$ cat config.mk
export PLATFORM = sky130hd
export DESIGN_NAME = interval_timer_three_channel_unit
export DESIGN_NICKNAME = d
export VERILOG_FILES = /design/src/hw/rtl/itt_pkg.sv /design/src/hw/rtl/itt_counter.sv /design/src/hw/rtl/interval_timer_three_channel_unit.sv
export SDC_FILE = /design/constraint.sdc
export NUM_CORES = 2
export LEC_CHECK = 0
export ABC_AREA = 1
export BUFFER_PORTS_ARGS = -buffer_cell sky130_fd_sc_hd__buf_2
export CORE_MARGIN = 1.5
export CORE_UTILIZATION = 65
export DETAILED_ROUTE_END_ITERATION = 8
export GPL_TIMING_DRIVEN = 0
export PLACE_DENSITY = 0.86
export SETUP_SLACK_MARGIN = 0.4
export SLEW_MARGIN = 10
export SYNTH_ARGS = -nofsm -noshare
export SYNTH_HDL_FRONTEND = slang
export SYNTH_SLANG_ARGS = --single-unit
$ cat constraint.sdc
create_clock -name clk_i -period 9.4 [get_ports clk_i]
set_input_delay 1.41 -clock clk_i [delete_from_list [all_inputs] [get_ports clk_i]]
set_output_delay 1.41 -clock clk_i [all_outputs]
set_load 0.1 [all_outputs]
$ cat src/hw/rtl/itt_pkg.sv
// Shared types and constants for the three-channel interval timer.
// Used by itt_counter and interval_timer_three_channel_unit; no dependencies.
package itt_pkg;

  localparam int unsigned FRAC_BITS  = 16;
  localparam int unsigned CH_COUNT   = 3;
  localparam int unsigned CH_IDX_W   = 2;
  localparam int unsigned TICK_W     = 32;
  localparam int unsigned NS_W       = 30;
  localparam int unsigned PROD_W     = TICK_W + NS_W;
  localparam int unsigned SCALED_W   = PROD_W - (TICK_W - FRAC_BITS);
  localparam int unsigned DELTA_W    = FRAC_BITS + 23;
  localparam int unsigned COUNT_W    = FRAC_BITS + 24;
  localparam int unsigned RELOAD_W   = 17;
  localparam int unsigned LATCH_W    = 16;

  localparam logic [TICK_W-1:0]   TICK_RESET   = 32'd5116087;
  localparam logic [RELOAD_W-1:0] RELOAD_RESET = 17'h10000;
  localparam logic [DELTA_W-1:0]  DELTA_MAX    = DELTA_W'(1) << (FRAC_BITS + 22);
  localparam logic [COUNT_W-1:0]  COUNT_RESET  = COUNT_W'(RELOAD_RESET) << FRAC_BITS;

  localparam logic [1:0] PORT_CMD  = 2'd3;
  localparam logic [1:0] ACC_LATCH = 2'd0;
  localparam logic [1:0] ACC_LOHI  = 2'd3;

  typedef enum logic [1:0] {
    OP_READ    = 2'd0,
    OP_WRITE   = 2'd1,
    OP_ADVANCE = 2'd2
  } op_e;

  typedef struct packed {
    logic               wr_en;
    logic [7:0]         wdata;
    logic               adv_en;
    logic [DELTA_W-1:0] delta;
  } chan_ctrl_t;

  typedef struct packed {
    logic [LATCH_W-1:0] latch;
    logic               underflow;
  } chan_stat_t;

endpackage

$ cat src/hw/rtl/itt_counter.sv
// One timer channel: divisor staging, reload value and fractional down-counter.
// Depends on itt_pkg.
module itt_counter
  import itt_pkg::*;
(
  input  logic       clk_i,
  input  logic       rst_ni,
  input  chan_ctrl_t ctrl_i,
  output chan_stat_t stat_o
);

  localparam logic signed [COUNT_W:0] COUNT_FLOOR = -((COUNT_W+1)'(1) << (COUNT_W - 1));

  logic [15:0]           staging_q, staging_d;
  logic                  hi_next_q, hi_next_d;
  logic [RELOAD_W-1:0]   reload_q, reload_d;
  logic [COUNT_W-1:0]    count_q, count_d;
  logic signed [COUNT_W:0] diff;
  logic signed [COUNT_W:0] diff_sat;
  logic [COUNT_W-LATCH_W-FRAC_BITS-1:0] whole_hi;
  logic                  underflow;

  always_comb begin
    staging_d = staging_q;
    hi_next_d = hi_next_q;
    reload_d  = reload_q;
    count_d   = count_q;
    underflow = 1'b0;
    diff      = $signed({count_q[COUNT_W-1], count_q}) - $signed({2'b00, ctrl_i.delta});
    diff_sat  = (diff < COUNT_FLOOR) ? COUNT_FLOOR : diff;
    if (ctrl_i.wr_en) begin
      if (!hi_next_q) begin
        staging_d = {staging_q[15:8], ctrl_i.wdata};
        hi_next_d = 1'b1;
      end else begin
        staging_d = {ctrl_i.wdata, staging_q[7:0]};
        hi_next_d = 1'b0;
        reload_d  = (staging_d == 16'd0) ? RELOAD_RESET : {1'b0, staging_d};
        count_d   = COUNT_W'(reload_d) << FRAC_BITS;
      end
    end else if (ctrl_i.adv_en) begin
      if (diff_sat[COUNT_W]) begin
        count_d   = diff_sat[COUNT_W-1:0] + (COUNT_W'(reload_q) << FRAC_BITS);
        underflow = 1'b1;
      end else begin
        count_d = diff_sat[COUNT_W-1:0];
      end
    end
  end

  always_ff @(posedge clk_i or negedge rst_ni) begin
    if (!rst_ni) begin
      staging_q <= '0;
      hi_next_q <= 1'b0;
      reload_q  <= RELOAD_RESET;
      count_q   <= COUNT_RESET;
    end else begin
      staging_q <= staging_d;
      hi_next_q <= hi_next_d;
      reload_q  <= reload_d;
      count_q   <= count_d;
    end
  end

  // saturate the whole part to 0..65535
  assign whole_hi = count_q[COUNT_W-2:LATCH_W+FRAC_BITS];

  always_comb begin
    if (count_q[COUNT_W-1]) begin
      stat_o.latch = '0;
    end else if (whole_hi != '0) begin
      stat_o.latch = '1;
    end else begin
      stat_o.latch = count_q[LATCH_W+FRAC_BITS-1:FRAC_BITS];
    end
    stat_o.underflow = underflow;
  end

endmodule

$ cat src/hw/rtl/interval_timer_three_channel_unit.sv
// Three-channel interval timer: bus port reads/writes and time advance items.
// Depends on itt_pkg and itt_counter.
// Pipeline: the scaled tick product is registered in the input stage with the item;
// state is updated and the result registered in the second stage, which holds while
// results stall.
// Throughput: one item per cycle while results are taken; the counters are read
// and written in a single stage. Reset: counters at 65536 ticks, rate 5116087.
module interval_timer_three_channel_unit
  import itt_pkg::*;
(
  input  logic              clk_i,
  input  logic              rst_ni,
  input  logic              cfg_valid_i,
  output logic              cfg_ready_o,
  input  logic [TICK_W-1:0] cfg_wdata_i,
  input  logic              in_valid_i,
  output logic              in_ready_o,
  input  logic [1:0]        operation_i,
  input  logic [1:0]        port_i,
  input  logic [7:0]        write_data_i,
  input  logic [NS_W-1:0]   elapsed_ns_i,
  output logic              out_valid_o,
  input  logic              out_ready_i,
  output logic [7:0]        read_data_o,
  output logic              timer_irq_o
);

  logic [TICK_W-1:0]   tick_rate_q;
  logic                s1_valid_q;
  logic [1:0]          s1_op_q;
  logic [1:0]          s1_port_q;
  logic [7:0]          s1_data_q;
  logic [DELTA_W-1:0]  s1_delta_q, s1_delta_d;
  logic                out_valid_q;
  logic [7:0]          read_data_q, read_data_d;
  logic                timer_irq_q, timer_irq_d;
  logic [7:0]          command_q, command_d;
  logic [LATCH_W-1:0]  latch_q, latch_d;
  logic [PROD_W-1:0]   prod;
  logic [SCALED_W-1:0] scaled;
  logic                out_free, s1_fire, in_fire;
  chan_ctrl_t          ctrl [CH_COUNT];
  chan_stat_t          stat [CH_COUNT];

  assign cfg_ready_o = 1'b1;
  assign out_free    = !out_valid_q || out_ready_i;
  assign s1_fire     = s1_valid_q && out_free;
  assign in_ready_o  = !s1_valid_q || out_free;
  assign in_fire     = in_valid_i && in_ready_o;

  // scale elapsed time by the tick rate, saturate
  assign prod   = PROD_W'(tick_rate_q) * PROD_W'(elapsed_ns_i);
  assign scaled = prod[PROD_W-1:TICK_W-FRAC_BITS];
  assign s1_delta_d = (scaled > SCALED_W'(DELTA_MAX)) ? DELTA_MAX : scaled[DELTA_W-1:0];

  always_comb begin
    command_d   = command_q;
    latch_d     = latch_q;
    read_data_d = 8'd0;
    timer_irq_d = 1'b0;
    for (int unsigned i = 0; i < CH_COUNT; i++) begin
      ctrl[i].wr_en  = 1'b0;
      ctrl[i].wdata  = s1_data_q;
      ctrl[i].adv_en = 1'b0;
      ctrl[i].delta  = s1_delta_q;
    end
    if (s1_fire) begin
      case (op_e'(s1_op_q))
        OP_READ: begin
          read_data_d = latch_q[7:0];
          latch_d     = {8'd0, latch_q[LATCH_W-1:8]};
        end
        OP_WRITE: begin
          if (s1_port_q == PORT_CMD) begin
            command_d = s1_data_q;
            if (s1_data_q[5:4] == ACC_LATCH) begin
              for (int unsigned i = 0; i < CH_COUNT; i++) begin
                if (s1_data_q[7:6] == CH_IDX_W'(i)) begin
                  latch_d = stat[i].latch;
                end
              end
            end
          end else if (command_q[5:4] == ACC_LOHI) begin
            for (int unsigned i = 0; i < CH_COUNT; i++) begin
              ctrl[i].wr_en = (s1_port_q == CH_IDX_W'(i));
            end
          end
        end
        OP_ADVANCE: begin
          // channel 1 never advances
          for (int unsigned i = 0; i < CH_COUNT; i++) begin
            ctrl[i].adv_en = (i == 0) || (i == 2);
          end
          timer_irq_d = stat[0].underflow;
        end
        default: begin
        end
      endcase
    end
  end

  for (genvar g = 0; g < CH_COUNT; g++) begin : g_chan
    itt_counter u_counter (
      .clk_i  (clk_i),
      .rst_ni (rst_ni),
      .ctrl_i (ctrl[g]),
      .stat_o (stat[g])
    );
  end

  always_ff @(posedge clk_i or negedge rst_ni) begin
    if (!rst_ni) begin
      tick_rate_q <= TICK_RESET;
      s1_valid_q  <= 1'b0;
      out_valid_q <= 1'b0;
      command_q   <= '0;
      latch_q     <= '0;
    end else begin
      if (cfg_valid_i && cfg_ready_o) begin
        tick_rate_q <= cfg_wdata_i;
      end
      if (in_ready_o) begin
        s1_valid_q <= in_valid_i;
      end
      if (out_free) begin
        out_valid_q <= s1_valid_q;
      end
      command_q <= command_d;
      latch_q   <= latch_d;
    end
  end

  always_ff @(posedge clk_i) begin
    if (in_fire) begin
      s1_op_q    <= operation_i;
      s1_port_q  <= port_i;
      s1_data_q  <= write_data_i;
      s1_delta_q <= s1_delta_d;
    end
    if (s1_fire) begin
      read_data_q <= read_data_d;
      timer_irq_q <= timer_irq_d;
    end
  end

  assign out_valid_o = out_valid_q;
  assign read_data_o = read_data_q;
  assign timer_irq_o = timer_irq_q;

endmodule

==> run summary <==
Fin. Hold Viols: 0
post-detailed-route DRC marker count: 9
Clock Pin Slew Worst Setup and Hold Paths: 0.06 ns
final number of max-transition violations: 0
post-synthesis sequential element count: 270
proportion of layout cells with a drive suffix above 1: 5.50%
post-detailed-route wirelength per cell: 23.7 um
final core occ: 70.1%
vias in the first global route: 49900
maximum number of pins on one net before global-route repair: 82
total wire length after detailed routing: 204000 um
total of buffers placed on input and output ports: 88
warnings from Yosys: 0
synth-to-layout area growth: 6.74%
number of failing setup endpoints in the final timing report: 0
Final Skew: 0.0432 ns
clock root buffer master: sky130_fd_sc_hd__clkbuf_16
total cell area at the placement stage: 0.0548 mm2
top flip-flop cell by instance count after synthesis: sky130_fd_sc_hd__dfrtp_1
number of enable flip-flop cells after synthesis: 60
slowest stage cell on the critical path: sky130_fd_sc_hd__fa_1
Final Cycle Share: 94.3%
CTS tree: yes
Vias/cell: 5.86
Post-DP HPWL: 164000 um
path category of the worst min-delay check: flip-flop to flip-flop
Hold Path Cell Cnt: 2
violated checks: DRC
hold-fix buffer count after cts: 0
Die H: 288 um
initial antenna violation count: 25
depth of the most critical reg-to-reg path: 34
post-layout min period: 8.87 ns
Cell Area, Synth: 0.0529 mm2
Layout fillers: 6843
width of the die: 288 um
clock latency on the worst-skew pair: 0.61 ns
endpoint required time on the critical path: 9.83 ns
Synth Instances: 7353
core outline area: 0.0805 mm2
first-pass detailed-route iteration total: 9
Site Rows: 104
layout net count: 8759
worst path arrival time: 9.29 ns
area of all placed cells without fillers: 0.0565 mm2
sinks on the clock net: 270
max incr delay on CP: 0.62 ns
most common cell after layout, fill and taps aside: sky130_fd_sc_hd__nand2_1
number of H-tree levels: 2
post-placement cell count: 8505
Worst Setup End Kind: flip-flop
worst rel slew slack: 7.03%
type of element launching the critical path: primary input
Synth Area per Inst: 7.20 um2
GR Overflow Total: 0
critical setup path kind: primary input to flip-flop
DR vias: 50300
RD Place Congestion: 1.07
syn_nets: 8630
worst slew pin tran: 1.39 ns
pre-CTS setup slack: -0.543 ns
area of the die: 0.0832 mm2
maximum clock frequency: 113 MHz
outcome: complete, but fails checks
DRT antenna net count: 0
top fanout value on the critical path: 10
portion of the post-synthesis area used by sequential elements: 13.4%
distinct cell type count after synthesis: 51
minimum setup slack in the final design: 0.532 ns
top cell type by total area after synthesis: sky130_fd_sc_hd__fa_1
total clock buffers created by CTS: 34
Max-cap violations: 0
effective utilization at floorplan: 65.7%
share of the synthesized area in the top cell type: 31.7%
FFs w/ async S/R, synth: 77.8%
I/O pin count: 91
leading post-synthesis cells by cell area: sky130_fd_sc_hd__fa_1 32%, sky130_fd_sc_hd__nand2_1 16%, sky130_fd_sc_hd__inv_1 14%
non-filler cells, final: 8591
maximum count of clock buffers along a single path: 3
Iteration-0 DRC Markers: 6636
Global Route Usage Sum: 50.0%
global-route wire length before repair: 300000 um
commonest cells after routing, fill and taps aside: 2198 x sky130_fd_sc_hd__nand2_1, 2000 x sky130_fd_sc_hd__inv_1, 837 x sky130_fd_sc_hd__fa_1, 356 x sky130_fd_sc_hd__ha_1, 326 x sky130_fd_sc_hd__nor2_1
setup repair after global routing missed its margin: false
-- repair_timing --
| action | 4_1_cts | 5_1_grt |
|---|---|---|
| resized for setup | 31 | 369 |
| endpoints found under the setup margin | 39 | 39 |
| buffers inserted | 0 | 0 |
-- metal layers --
layer,global-route usage (%),wire (um),vias to the layer above
met1,63.6,72600,23700
met3,25.2,36400,1032
met5,0,249,-
met4,28.4,14800,28
met2,68.4,79500,3868
li1,-,-,21700
-- final timing paths --
| kind | endpoint | startpoint | slack [ns] |
|---|---|---|---|
| max | s1_delta_q[25] | elapsed_ns_i[15] | 0.53 |
| min | g_chan[0].u_counter.reload_q[16] | g_chan[0].u_counter.reload_q[16] | 0.47 |
| max reg2reg | s1_delta_q[25] | tick_rate_q[21] | 0.55 |
| min reg2reg | g_chan[0].u_counter.reload_q[16] | g_chan[0].u_counter.reload_q[16] | 0.47 |
| max in group asynchronous | g_chan[2].u_counter.staging_q[5] | rst_ni | 7.33 |
| min in group asynchronous | tick_rate_q[6] | rst_ni | 0.82 |
-- critical path: cells and delay by family --
family | cells | cell delay, ns
fa+ha+maj | 9 | 4.47
simple gates | 13 | 1.93
buf+inv | 10 | 1.27
compound gates | 1 | 0.17
-- synthesized netlist by cell type, drive strengths merged, types with 3 or more instances --
| master | count |
|---|---|
| edfxtp | 60 |
| nand3 | 178 |
| o21ai | 241 |
| a31oi | 6 |
| or2 | 7 |
| o22ai | 12 |
| nor4 | 11 |
| nand3b | 12 |
| o211ai | 25 |
| o21a | 15 |
| a21o | 10 |
| clkbuf | 228 |
| and2 | 6 |
| xor2 | 45 |
| dfrtp | 194 |
| dfstp | 16 |
| a21boi | 4 |
| ha | 359 |
| clkinv | 10 |
| a21oi | 286 |
| xnor2 | 56 |
| mux2 | 41 |
| inv | 2015 |
| o21bai | 15 |
| fa | 839 |
| nor3 | 31 |
| buf | 21 |
| a22oi | 4 |
| nor2 | 351 |
| nand2 | 2203 |
| nand4 | 39 |
| and3 | 3 |
-- per-stage QoR --
step	TNS, ns	hold WS, ns
6_report	0	0.475
5_1_grt	0	0.506
4_1_cts	0	0.469
3_5_place_dp	-17.55	0.459
3_3_place_gp	-13.81	0.454
2_1_floorplan	0	0.442
-- flip-flops by register name, indices dropped and copies added (netlist names) --
signal and count:
g_chan.u_counter.staging_q 24, command_q 2, g_chan.u_counter.hi_next_q 3, s1_data_q 8
s1_delta_q 39, tick_rate_q 32, s1_valid_q 1, g_chan.u_counter.count_q 97
read_data_o 8, out_valid_o 1, s1_port_q 2, s1_op_q 2
timer_irq_o 1, g_chan.u_counter.reload_q 34, latch_q 16
-- logic make-up (layout without fill, tap and decap cells) --
logic type | after synthesis | after routing | synth area share (%)
AOI/OAI and AO/OA | 625 | 625 | 6.49
DFF | 270 | 270 | 13.4
xor gates and xnor gates | 101 | 101 | 1.67
and+or+nand+nor | 2843 | 2843 | 21.2
buffers and inverters | 2274 | 2429 | 16.2
other | 1 | 24 | 0.00708
adders and majority gates | 1198 | 1198 | 40.2
muxes | 41 | 41 | 0.872
-- layout make-up --
class                      instances  area (um2)  share of cell area, %
multi-input combinational       4809       37300                   66.1
clock buffer                      42         943                   1.67
inverter                        2025        7600                   13.5
sequential                       270        7080                   12.5
timing repair buffer              93         558                  0.988
buffer                           249        1350                   2.40
clock inverter                    20         241                  0.427
antenna                           23        57.6                  0.102
tap                             1060        1330                   2.35
Power is not shown: default switching activity piles up to over one toggle a cycle in this logic, so the estimate is an artifact.
